`config.mk`:
```
export PLATFORM = sky130hd
export DESIGN_NAME = jhbp_queue
export DESIGN_NICKNAME = d
export VERILOG_FILES = /design/src/rtl/jhbp_pkg.sv /design/src/rtl/jhbp_queue.sv
export SDC_FILE = /design/constraint.sdc
export NUM_CORES = 1
export LEC_CHECK = 0
export BUFFER_PORTS_ARGS = -buffer_cell sky130_fd_sc_hd__buf_2
export CAP_MARGIN = 20
export CORE_MARGIN = 2
export CORE_UTILIZATION = 47
export DETAILED_ROUTE_END_ITERATION = 8
export PLACE_DENSITY_LB_ADDON = 0.05
export SYNTH_ARGS = -nofsm -noshare
export SYNTH_HDL_FRONTEND = slang
export SYNTH_SLANG_ARGS = --single-unit
```
`constraint.sdc`:
```
create_clock -name clock -period 7 [get_ports clock]
set_input_delay 1.05 -clock clock [delete_from_list [all_inputs] [get_ports clock]]
set_output_delay 1.05 -clock clock [all_outputs]
set_load 0.01 [all_outputs]
```
`src/rtl/jhbp_pkg.sv`:
```
`default_nettype none

package jhbp_pkg;

   // Input item modes
   typedef enum logic [1:0] {
      MODE_LOAD_DC = 2'd0,
      MODE_LOAD_AC = 2'd1,
      MODE_ENC_DC  = 2'd2,
      MODE_ENC_AC  = 2'd3
   } mode_type;

   // Fixed widths of the stream and the tables
   localparam int BYTE_W         = 8;
   localparam int CODE_W         = 16;
   localparam int LEN_W          = 5;
   localparam int CAT_W          = 4;
   localparam int AC_TABLE_DEPTH = 256;
   localparam int AC_IDX_W       = $clog2(AC_TABLE_DEPTH);
   localparam int SYM_BITS_W     = 32;
   localparam int NBITS_W        = 6;
   localparam int ACC_W          = 38;
   localparam int QUEUE_DEPTH    = 2;
   localparam int QPTR_W         = $clog2(QUEUE_DEPTH);
   localparam int QCNT_W         = $clog2(QUEUE_DEPTH + 1);

   localparam logic [LEN_W-1:0]  MAX_CODE_LEN  = 5'd16;
   localparam logic [BYTE_W-1:0] STUFF_TRIGGER = 8'hff;
   localparam logic [BYTE_W-1:0] STUFF_BYTE    = 8'h00;

   // One coded symbol: codeword and amplitude bits, right aligned
   typedef struct packed {
      logic [SYM_BITS_W-1:0] bits;
      logic [NBITS_W-1:0]    nbits;
   } sym_type;

   // Queue status seen by both sides
   typedef struct packed {
      logic full;
      logic empty;
   } q_status_type;

endpackage

`default_nettype wire

```
`src/rtl/jhbp_queue.sv`:
```
`default_nettype none

module jhbp_queue (
   input  wire logic                  clock,
   input  wire logic                  reset,
   input  wire logic                  push,
   input  wire jhbp_pkg::sym_type     push_entry,
   input  wire logic                  pop,
   output jhbp_pkg::sym_type          pop_entry,
   output jhbp_pkg::q_status_type     status
);
   import jhbp_pkg::*;

   sym_type           entry_ff [QUEUE_DEPTH];
   logic [QPTR_W-1:0] wr_ptr_ff, wr_ptr_in;
   logic [QPTR_W-1:0] rd_ptr_ff, rd_ptr_in;
   logic [QCNT_W-1:0] count_ff, count_in;

   // Advance pointers and occupancy
   always_comb begin
      wr_ptr_in = wr_ptr_ff;
      rd_ptr_in = rd_ptr_ff;
      count_in  = count_ff;
      if (push) begin
         wr_ptr_in = (wr_ptr_ff == QPTR_W'(QUEUE_DEPTH - 1)) ? '0 : wr_ptr_ff + 1'b1;
      end
      if (pop) begin
         rd_ptr_in = (rd_ptr_ff == QPTR_W'(QUEUE_DEPTH - 1)) ? '0 : rd_ptr_ff + 1'b1;
      end
      if (push && !pop) begin
         count_in = count_ff + 1'b1;
      end else if (pop && !push) begin
         count_in = count_ff - 1'b1;
      end
   end

   always_ff @(posedge clock) begin
      if (reset) begin
         wr_ptr_ff <= '0;
         rd_ptr_ff <= '0;
         count_ff  <= '0;
      end else begin
         wr_ptr_ff <= wr_ptr_in;
         rd_ptr_ff <= rd_ptr_in;
         count_ff  <= count_in;
      end
   end

   // Store the entry on push
   always_ff @(posedge clock) begin
      if (push) begin
         entry_ff[wr_ptr_ff] <= push_entry;
      end
   end

   assign pop_entry = entry_ff[rd_ptr_ff];
   assign status    = '{full:  (count_ff == QCNT_W'(QUEUE_DEPTH)),
                        empty: (count_ff == '0)};

endmodule

`default_nettype wire

```
Yosys cells after proc, flatten, opt, wreduce, memory -nomap -nowiden
Memories as Yosys holds them, arrays and structs flattened. A register that Yosys moved wholly into a read port is not among the register bits.
Cells that the tools add are included.
{ "word_totals": {"ramBits": 76, "n_memories": 1, "ff_bits": 4, "wordCells": 23, "output_inout_bits": 40, "in_bits": 42} }
{ "mem_list": {"columns": ["name", "words", "word_bits", "read_ports", "rd_clocked_by_memory_dff", "write_ports", "line", "text"], "rows": [
  ["entry_ff", 2, 38, 1, 1, 1, "jhbp_queue.sv:14", "sym_type entry_ff [QUEUE_DEPTH];"]
]} }
{ "op_classes": {"eq_ne": 1, "reduce_logical": 6, "n_mux": 8, "n_addsub": 4} }
{ "op_table": {"columns": ["operator", "count"], "rows": [
  ["1-bit 2-to-1 mux", 6],
  ["2-bit 2-to-1 mux", 2],
  ["1-bit adder (second input constant)", 2],
  ["2-bit by 1-bit adder with 2-bit output (second input constant)", 1],
  ["2-bit equality test (second input constant)", 1],
  ["1-bit logical AND", 2],
  ["1-bit zero test", 2],
  ["2-bit zero test", 1],
  ["2-bit nonzero test", 1],
  ["2-bit by 1-bit subtractor with 2-bit output (second input constant)", 1]
]} }

Logic depth before layout (Yosys ltp)
{ "depth": {"word_depth": 4, "mapped_depth": 5, "ltp_nobuf": 5} }

Worst setup path before layout
No wires, ideal clock.
{ "synth_path": {"path_type": "input to register", "startpoint": "input port push", "endpoint": "memory entry_ff[0][0] (netlist bit) (enable)", "path_buffers": 0, "required_ps": 6562, "path_stages": 1, "arrival_time_ps": 2754, "path_slack_ps": 3808, "setup_ps": 438, "path_cell_list": "nor2b_1"} }
{ "synth_via": {"elab_chain_cells": 2} }
{ "synth_rtl": {"columns": ["element", "line", "text"], "rows": [
  ["from (decl)", "jhbp_queue.sv:6", "input wire logic push,"],
  ["1-bit 2-to-1 mux", "jhbp_queue.sv:51", "if (push) begin"],
  ["1-bit 2-to-1 mux (implied by the code)", "jhbp_queue.sv:52", "entry_ff[wr_ptr_ff] <= push_entry;"],
  ["to (decl)", "jhbp_queue.sv:14", null]
]} }
No other way between the ends.

==> run_results.csv <==
group,metric,value,unit
run_status,status,"finished clean",
sta,worstMarginPinSlew,910,ps
die,die_w,83.3,µm
global_routing,grt_pass1_vias,1702,
power_and_ir_drop,p_per_area,275,nW/µm²
clock_network,post_cts_resized,0,
setup_path,crit_type,"flip-flop to output port",
placed_design,port_buffers,81,
setup_path,required,5950,ps
sta,finalWorstSetupSlack,4130,ps
finish,diodes,0,
detailed_routing,routed_wl,4690,µm
global_routing,track_usage,14.4,%
detailed_routing,num_vias,1485,
setup_path,cp_max_fo,38,
global_routing,antenna_found_initial,0,
placed_design,hpwlAfterDp,3070,µm
clock_network,cts_buffer_depth,2,
sta,period_share,41.1,%
finish,fillCellCount,456,
finish,nets,272,
clock_network,holdBufCountCts,0,
sta,setup_viol,0,
power_and_ir_drop,leakagePower,0.00138,µW
sta,rsz0062_at_grt,"false",
synth,synthDistinctLibCells,17,
sta,max_freq,0.348,GHz
die,die_y,83.3,µm
clock_network,tritoncts,"yes",
sta,slew_headroom,39.3,%
die,dieArea,6930,µm²
finish,final_cells,309,
synth,syn-mean-instance-area,21.1,µm²
global_routing,grt-ovfl-total,0,
sta,clock_skew,4.95,ps
clock_network,cts_sinks,81,
global_routing,grt_max_degree,39,
clock_network,post_cts_buffers,0,
power_and_ir_drop,vdd_drop_max,0.000156,V
min_path,hold_path_class,"flip-flop to flip-flop",
detailed_routing,vias_per_cell,4.81,
finish,seq_area,2380,µm²
sta,hold_viol_final,0,
die,core_area,5990,µm²
detailed_routing,dr.pass1.iters,4,
sta,period_needed,2870,ps
placed_design,pre_cts_ws,4430,ps
detailed_routing,routedWlPerCell,15.2,µm
finish,multi_input_area,541,µm²
setup_path,worstSetupEndpointType,"output port",
finish,area_growth,23.3,%
run,drv_cap,0,
synth,netlist_instances,140,
detailed_routing,initialDrtViolationCount,91,
detailed_routing,route.detailed.drc,0,
synth,syn_area,2950,µm²
clock_network,root_buffer,"clkbuf_8",
sta,setup_tns,0,ps
synth,ys_warn_count,0,
clock_network,cts_max_level,3,
synth,yosysSeqAreaShare,80.7,%
detailed_routing,ant_nets,0,
die,top_level_ports,82,
setup_path,cp-start-kind,"flip-flop",
setup_path,arrival,1820,ps
placed_design,place_inst,292,
die,core.rowCount,28,
placed_design,place_congestion,0.729,
global_routing,grt_pass1_wl,7640,µm
sta,finalMaxSlewViolations,0,
clock_network,path_clk_slew,70,ps
clock_network,insertion_delay,330,ps
synth,syn_nets,183,
finish,drive_above_1_share,59.4,%
clock_network,cts_buffers,9,
sta,hold_ws,511,ps
die,initial_utilization,49.3,%
synth,ys_ff_latch,81,
==> worst paths after layout <==
kind / from / end / slack (ps) / cells after the start
worst min register to register: count_ff[1]$_SDFFE_PP0P_ / count_ff[1]$_SDFFE_PP0P_ / 510 / 2
worst min-delay path: count_ff[1]$_SDFFE_PP0P_ / count_ff[1]$_SDFFE_PP0P_ / 510 / 2
worst max-delay path: flip-flop / pop_entry[5] / 4130 / 2
worst max register to register: wr_ptr_ff$_SDFFE_PP0P_ / entry_ff[1][8]$_DFFE_PP_ / 5400 / 1
==> kinds of logic after synthesis <==
family          share of synthesized area, %
compound gates                         0.339
xor+xnor                                1.19
fa+ha+maj                              0.424
buf+inv                                 1.31
flops                                   80.7
mux                                     14.5
simple gates                            1.57
==> power by group <==
part           total, µW  internal [µW]  switching, µW
sequential           580            564           16.4
combinational        110           57.3           52.5
clock                311            161            150
total               1000            782            219
==> registers in the layout, summed over array words and instances, names as in the netlist, named ones only <==
signal,count
entry_ff,76
count_ff,2
wr_ptr_ff,1
rd_ptr_ff,1
==> placed cells by master (no fill, tap or decap), drive strengths merged <==
cell,n
o21ai,1
inv,1
a21oi,1
and2b,1
xor2,2
bufinv,1
xnor2,2
nor2b,1
edfxtp,76
dfxtp,5
clkinv,5
clkinvlp,1
or3,1
nor2,5
mux2,38
ha,1
clkbuf,9
buf,82
and2,1
==> metrics by stage <==
step                utilization (%)  instance area [µm²]  total power [µW]
finish                         60.8                 3640              1000
global route                   60.8                 3640              1050
CTS                            60.3                 3610              1010
detailed placement             57.2                 3430               701
global placement               57.2                 3430               695
floorplan                         -                 2950               652
==> final cells by class <==
cell class	count	area share, %
Sequential cell	81	65.5
Multi-Input combinational cell	54	14.9
Timing Repair Buffer	82	11.9
Clock buffer	9	3.40
Tap cell	75	2.58
Clock inverter	7	1.68
Inverter	1	0.103
==> per-layer routing <==
layer	up-vias	GRT usage (%)	share of wire [%]
met5	-	0	0
met4	0	6.71	1.6
met3	9	4.97	6.6
met2	51	26.2	55
met1	706	14.8	37
li1	719	-	-
==> critical path, stage by stage (launching register included) <==
cell and delay (ps):
dfxtp_2 910, mux2_2 420, buf_2 140
==> synth_stat cells (all sizes together) <==
master | instances | area, µm²
nor2b | 1 | 6.26
xnor2 | 2 | 17.5
xor2 | 2 | 17.5
a21oi | 1 | 5.00
inv | 1 | 3.75
edfxtp | 76 | 2280
ha | 1 | 12.5
mux2 | 38 | 428
o21ai | 1 | 5.00
dfxtp | 5 | 100
buf | 4 | 35.0
nor2 | 5 | 18.8
and2b | 1 | 8.76
and2 | 1 | 6.26
or3 | 1 | 6.26
Power figures use the tool's default switching activity.
