## src/rtl/jhbp_pkg.sv

```systemverilog
`default_nettype none

package jhbp_pkg;

   // Input item modes
   typedef enum logic [1:0] {
      MODE_LOAD_DC = 2'd0,
      MODE_LOAD_AC = 2'd1,
      MODE_ENC_DC  = 2'd2,
      MODE_ENC_AC  = 2'd3
   } mode_type;

   // Fixed widths of the stream and the tables
   localparam int BYTE_W         = 8;
   localparam int CODE_W         = 16;
   localparam int LEN_W          = 5;
   localparam int CAT_W          = 4;
   localparam int AC_TABLE_DEPTH = 256;
   localparam int AC_IDX_W       = $clog2(AC_TABLE_DEPTH);
   localparam int SYM_BITS_W     = 32;
   localparam int NBITS_W        = 6;
   localparam int ACC_W          = 38;
   localparam int QUEUE_DEPTH    = 2;
   localparam int QPTR_W         = $clog2(QUEUE_DEPTH);
   localparam int QCNT_W         = $clog2(QUEUE_DEPTH + 1);

   localparam logic [LEN_W-1:0]  MAX_CODE_LEN  = 5'd16;
   localparam logic [BYTE_W-1:0] STUFF_TRIGGER = 8'hff;
   localparam logic [BYTE_W-1:0] STUFF_BYTE    = 8'h00;

   // One coded symbol: codeword and amplitude bits, right aligned
   typedef struct packed {
      logic [SYM_BITS_W-1:0] bits;
      logic [NBITS_W-1:0]    nbits;
   } sym_type;

   // Queue status seen by both sides
   typedef struct packed {
      logic full;
      logic empty;
   } q_status_type;

endpackage

`default_nettype wire

```

## src/rtl/jhbp_back.sv

```systemverilog
`default_nettype none

module jhbp_back (
   input  wire logic                   clock,
   input  wire logic                   reset,
   input  wire jhbp_pkg::q_status_type q_status,
   input  wire jhbp_pkg::sym_type      pop_entry,
   output logic                        pop,
   output logic                        rsp_valid,
   input  wire logic                   rsp_ready,
   output logic [7:0]                  rsp_out_byte,
   output logic                        rsp_last
);
   import jhbp_pkg::*;

   typedef enum logic [2:0] {
      BK_IDLE  = 3'b001,
      BK_EMIT  = 3'b010,
      BK_STUFF = 3'b100
   } back_state_type;

   back_state_type      state_ff, state_in;
   logic [ACC_W-1:0]    acc_ff, acc_in;
   logic [NBITS_W-1:0]  n_ff, n_in;
   logic                out_valid_ff, out_valid_in;
   logic [BYTE_W-1:0]   out_byte_ff, out_byte_in;
   logic                out_last_ff, out_last_in;

   logic                out_free;
   logic [ACC_W-1:0]    shifted;
   logic [BYTE_W-1:0]   next_byte;
   logic [NBITS_W-1:0]  n_rem;

   assign out_free  = !out_valid_ff || rsp_ready;
   assign n_rem     = n_ff - NBITS_W'(BYTE_W);
   assign shifted   = acc_ff >> n_rem;
   assign next_byte = shifted[BYTE_W-1:0];

   // Merge symbols into the accumulator and peel off bytes, MSB first
   always_comb begin
      state_in     = state_ff;
      acc_in       = acc_ff;
      n_in         = n_ff;
      pop          = 1'b0;
      out_valid_in = out_valid_ff && !rsp_ready;
      out_byte_in  = out_byte_ff;
      out_last_in  = out_last_ff;
      unique case (state_ff)
         BK_IDLE: begin
            if (!q_status.empty) begin
               pop      = 1'b1;
               acc_in   = (acc_ff << pop_entry.nbits)
                          | {{(ACC_W - SYM_BITS_W){1'b0}}, pop_entry.bits};
               n_in     = n_ff + pop_entry.nbits;
               state_in = BK_EMIT;
            end
         end
         BK_EMIT: begin
            if (n_ff < NBITS_W'(BYTE_W)) begin
               state_in = BK_IDLE;
            end else if (out_free) begin
               out_valid_in = 1'b1;
               out_byte_in  = next_byte;
               out_last_in  = (next_byte != STUFF_TRIGGER) && (n_rem < NBITS_W'(BYTE_W));
               n_in         = n_rem;
               if (next_byte == STUFF_TRIGGER) begin
                  state_in = BK_STUFF;
               end else if (n_rem < NBITS_W'(BYTE_W)) begin
                  state_in = BK_IDLE;
               end
            end
         end
         BK_STUFF: begin
            if (out_free) begin
               out_valid_in = 1'b1;
               out_byte_in  = STUFF_BYTE;
               out_last_in  = (n_ff < NBITS_W'(BYTE_W));
               state_in     = (n_ff < NBITS_W'(BYTE_W)) ? BK_IDLE : BK_EMIT;
            end
         end
         default: begin
            state_in = BK_IDLE;
         end
      endcase
   end

   always_ff @(posedge clock) begin
      if (reset) begin
         state_ff     <= BK_IDLE;
         acc_ff       <= '0;
         n_ff         <= '0;
         out_valid_ff <= 1'b0;
      end else begin
         state_ff     <= state_in;
         acc_ff       <= acc_in;
         n_ff         <= n_in;
         out_valid_ff <= out_valid_in;
      end
   end

   // Hold the output beat until taken
   always_ff @(posedge clock) begin
      out_byte_ff <= out_byte_in;
      out_last_ff <= out_last_in;
   end

   assign rsp_valid    = out_valid_ff;
   assign rsp_out_byte = out_byte_ff;
   assign rsp_last     = out_last_ff;

endmodule

`default_nettype wire

```

## config.mk

```make
export PLATFORM = sky130hd
export DESIGN_NAME = jhbp_back
export DESIGN_NICKNAME = d
export VERILOG_FILES = /design/src/rtl/jhbp_pkg.sv /design/src/rtl/jhbp_back.sv
export SDC_FILE = /design/constraint.sdc
export NUM_CORES = 1
export LEC_CHECK = 0
export BUFFER_PORTS_ARGS = -buffer_cell sky130_fd_sc_hd__buf_4
export CAP_MARGIN = 40
export CELL_PAD_IN_SITES_DETAIL_PLACEMENT = 0
export CELL_PAD_IN_SITES_GLOBAL_PLACEMENT = 1
export CORE_AREA = 2 2 113 115
export DETAILED_ROUTE_END_ITERATION = 16
export DIE_AREA = 0 0 115 117
export HOLD_SLACK_MARGIN = 0.15
export MAX_ROUTING_LAYER = met4
export PLACE_DENSITY_LB_ADDON = 0.15
export SYNTH_ARGS = -nofsm -noshare
export SYNTH_HDL_FRONTEND = slang
export SYNTH_SLANG_ARGS = --single-unit
```

## constraint.sdc

```tcl
create_clock -name clock -period 7.1 [get_ports clock]
set_input_delay 0 -clock clock [delete_from_list [all_inputs] [get_ports clock]]
set_output_delay 0 -clock clock [all_outputs]
set_load 0.05 [all_outputs]
```

# After elaboration in Yosys (flattened, before gate mapping)
# Index checks and enable logic that the tools add are counted.
[word_totals]
register_bits = 57
input_bits = 43
out_inout_bits = 11
word_cells = 61
[op_classes]
n_addsub = 2
magnitude_cmp = 2
eq_ne = 11
shift = 2
n_mux = 25
n_bitwise = 2
n_reduce_logical = 11
[ops]
columns = ["op", "n"]
rows = [
  ["$or A38 B32 Y38", 1],
  ["$shl A38 B6 Y38", 1],
  ["$shr A38 B6 Y8", 1],
  ["$mux W8", 3],
  ["$mux W3", 6],
  ["$mux W6", 3],
  ["$pmux W8 S2", 1],
  ["$lt A6 B4 Y1 const B", 2],
  ["$pmux W6 S2", 1],
  ["$reduce_and A4 Y1", 3],
  ["$pmux W3 S3", 1],
  ["$eq A8 B8 Y1 const B", 1],
  ["$ne A2 B2 Y1 const B", 4],
  ["$ne A8 B8 Y1 const B", 1],
  ["$mux W1", 7],
  ["$add A6 B6 Y6", 1],
  ["$sub A6 B4 Y6 const B", 1],
  ["$ne A4 B4 Y1 const B", 1],
  ["$pmux W1 S2", 2],
  ["$reduce_bool A2 Y1", 2],
  ["$eq A3 B1 Y1 const B", 1],
  ["$eq A3 B2 Y1 const B", 1],
  ["$eq A3 B3 Y1 const B", 1],
  ["$ne A3 B3 Y1 const B", 1],
  ["other kinds (6)", 8],
]

# Logic depth before layout (Yosys ltp)
[logic_depth]
ltp_word = 7
ltp_mapped = 10
ltp_nobuf = 9

# Worst setup path before layout
# Ideal clock, no wire load.
[synth_path]
path_kind = "reg-to-reg"
startpoint = "register n_ff[3]"
endpoint = "register out_last_ff (netlist: rsp_last) (data pin)"
setup_ns = 0.256
t_arrival_ns = 2.527
t_required_ns = 6.844
slack_ns = 4.317
stages_incl_launch_ff = 11
path_buffers = 1
synth_period_minus_slack_ns = 2.783
path_cell_list = "dfxtp_1 clkinv_1 ha_1 clkbuf_1 and2_1 and3_1 a311oi_1 a311o_1 nor4_4 nand3b_1 a22o_1"
[synth_between]
elab_chain_len = 7
elab_cells_between_ends = 10
classes_between = "add/sub (1); order compare (2); eq/ne (1); shift (1); mux (4); reduce/logical (1)"
[synth_rtl]
columns = ["item", "line", "rtl"]
rows = [
  ["start, declared", "jhbp_back.sv:24", "logic [NBITS_W-1:0] n_ff, n_in;"],
  ["start signal, assigned", "jhbp_back.sv:96", "n_ff <= n_in;"],
  ["$sub A6 B4 Y6", "jhbp_back.sv:35", "assign n_rem = n_ff - NBITS_W'(BYTE_W);"],
  ["$shr A38 B6 Y8", "jhbp_back.sv:36", "assign shifted = acc_ff >> n_rem;"],
  ["$ne A8 B8 Y1", "jhbp_back.sv:64", "out_last_in = (next_byte != STUFF_TRIGGER) && (n_rem < NBITS_W'(BYTE_W));"],
  ["$logic_and A1 B1 Y1", "jhbp_back.sv:64", ""],
  ["$mux W1", "jhbp_back.sv:61", "end else if (out_free) begin"],
  ["$mux W1", "jhbp_back.sv:59", "if (n_ff < NBITS_W'(BYTE_W)) begin"],
  ["$pmux W1 S2 (*)", "jhbp_back.sv:48", "unique case (state_ff)"],
  ["via out_last_in", "jhbp_back.sv:27", "logic out_last_ff, out_last_in;"],
  ["end signal, assigned", "jhbp_back.sv:104", "out_last_ff <= out_last_in;"],
  ["end, declared", "jhbp_back.sv:27", ""],
]
# The timed path passes the listed nets; every way through them passes the cells marked *. The select of a mux whose other input is x is not followed.
# A chain may end at the register's enable or synchronous reset.

# Final worst setup path
# Ends and elaborated chain as after synthesis.

==> flow_summary.toml <==
[sta]
drv_slew = 0
period_share = 0.506
worst_slack_ps = 3510
fin_setup_tns_ps = 0
period_minus_slack_ps = 3590
setup_violations = 0
slew_headroom = 0.440
finClkSkew_ps = 8.74
hold-worst-slack_ps = 203
rsz0062_at_grt = "no"
clock.fmax_ghz = 0.278
worst_pin_slew_ps = 838
timing_hold_violations_final = 0

[placement]
numPortBuffers = 52
post-place-ws_ps = 3580
dp_hpwl_um = 13700
place.gp.congestion = 0.921

[die]
die_y_um = 117
num_rows = 41
coreArea_sq_mm = 0.0123
fp.dieW_um = 115
dieArea_sq_mm = 0.0135
start_util = 0.495
ioPinCount = 54

[routing]
drc = 0
vias_per_cell = 6.68
vias = 5733
routed_wl_um = 19100
drt_iter0_markers = 419
ant_nets = 0
dr.pass1.iters = 5
wl_per_cell_um = 22.2

[hold_path]
min_path_type = "in2reg"

[cts]
htree_levels = 3
clk_pin_slew_ps = 50
cts_tree = "done"
root_buffer = "clkbuf_16"
numCtsBuffers = 9
clk_latency_ps = 360
clock_sinks = 57
clockBufferDepth = 2
post_cts_resized = 0

[layout]
antennaDiodeCount = 0
fin_nets = 753
final_common_cell = "nor2_1"
syn2layout_area_growth_pct = 17.4
drive_gt1_frac = 0.256
final_util = 0.581
layout_common_cells = "nor2_1, mux2i_1, mux4_2"

[yosys]
synth_cells = 654
synth_edf_count = 9
synth_flop_cell = "dfxtp_1"
ys_types = 58
synth_nets = 704
synth_area_sq_mm = 0.00609
ys_async_sr_fraction = 0
yosysWarningCount = 0
ys_ff_latch = 57
synth_area_per_cell_sq_um = 9.31
synth-seq-area-share = 0.202

[worst_setup_path]
setup.worst_path.class = "reg2reg"
crit_fanout = 23
startpoint_type = "flip-flop"
crit_path_end_kind = "flip-flop"
required_ps = 7210
crit_arrival_ps = 3700

[outcome]
run_status = "completed"

[global_routing]
grt-ovfl-total = 0
grtUsageTotal = 0.306
antenna_found_initial = 0
grt_pass1_vias = 5542
grt_max_degree = 51
grt_first_pass_wirelength_um = 30300

[flow_run]
drv_cap = 0

[power]
p_leak_nw = 2.57
power.density_mw_per_mm2 = 303
ir_worst_vdd_uv = 154
## sequential cells by signal, indices dropped and copies added, names as in the netlist
name,cells
rsp_valid,1
rsp_last,1
rsp_out_byte,8
state_ff,3
acc_ff,38
n_ff,6
## final cells by class
| class | instances | area, sq um |
|---|---|---|
| timing repair buffer | 95 | 836 |
| fill | 1092 | 5160 |
| clock inverter | 4 | 23.8 |
| tap | 150 | 188 |
| inverter | 9 | 33.8 |
| sequential | 57 | 1230 |
| clock buffer | 12 | 278 |
| multi-input combinational | 531 | 4560 |
## synthesized netlist by cell type, drive strengths merged, types with 3 or more instances
library cell   n  share of area
nor2          90          0.055
mux2i         65           0.11
mux4          64           0.24
dfxtp         48           0.16
o21ai         39          0.032
nor3          37          0.030
mux2          36          0.067
clkbuf        35          0.022
a21oi         30          0.025
nand2         29          0.018
buf           22          0.023
a211oi        18          0.022
nand3         14          0.012
nand2b        12          0.012
nor2b         10          0.010
edfxtp         9          0.044
a22oi          7         0.0086
a221oi         6         0.0097
ha             6          0.012
a22o           5         0.0072
clkinv         5         0.0031
nor4           5         0.0076
o221ai         5         0.0072
inv            4         0.0025
o22ai          4         0.0041
or3            4         0.0041
nand3b         3         0.0037
nor3b          3         0.0037
o21a           3         0.0037
o22a           3         0.0043
xnor2          3         0.0043
## worst max-delay path, cell delays in order, from the launching register on
cell and delay, ps:
dfxtp_1 420, buf_8 210, clkinv_1 260, ha_1 790, inv_1 290, mux4_2 480
o32ai_1 200, o31ai_1 180, nor2_1 180, nand3b_1 130, a22o_1 200
## worst paths after layout
| kind | slack [ps] | cells after the start | endpoint | from |
|---|---|---|---|---|
| setup / recovery | 3510 | 10 | rsp_last | n_ff[3] |
| hold / removal | 200 | 4 | acc_ff[15] | pop_entry[3] |
| setup reg to reg | 3510 | 10 | rsp_last | n_ff[3] |
| hold reg to reg | 520 | 2 | n_ff[2] | n_ff[2] |
## kinds of logic (layout without fill, tap and decap cells)
family / after synthesis / in the layout / share of synthesized area
buffers and inverters: 66 / 120 / 0.0497
AO/OA/AOI/OAI: 139 / 139 / 0.149
XOR/XNOR: 5 / 5 / 0.00719
flip-flops: 57 / 57 / 0.202
multiplexers: 165 / 165 / 0.411
AND/OR/NAND/NOR: 215 / 215 / 0.166
adder cells (fa/ha/maj): 7 / 7 / 0.0156
## layer usage
layer  global-route usage  up-vias  wire length, um
li1                     -     2641                -
met1                0.356     2791             7400
met2                0.508      247             9480
met3               0.0520       54             1300
met4                0.162        0              874
met5                    -        -                0
## stage by stage
step	instance area, sq um	instances	power [mW]
floorplan	6090	654	1.38
global placement	6440	804	1.65
detailed placement	6500	807	1.69
CTS	7150	858	2.15
global route	7150	858	2.29
finish	7150	858	2.16
## report_power, final
part	total [mW]	internal, mW	switching (mW)
clock	0.446	0.275	0.171
combinational	1.16	0.532	0.626
sequential	0.558	0.407	0.152
total	2.16	1.21	0.949
## what timing repair did
action / 4_1_cts / 5_1_grt
hold endpoints to repair: 40 / 0
hold buffers: 35 / 0
setup buffers: 0 / 0
(Power assumes the default switching activity.)
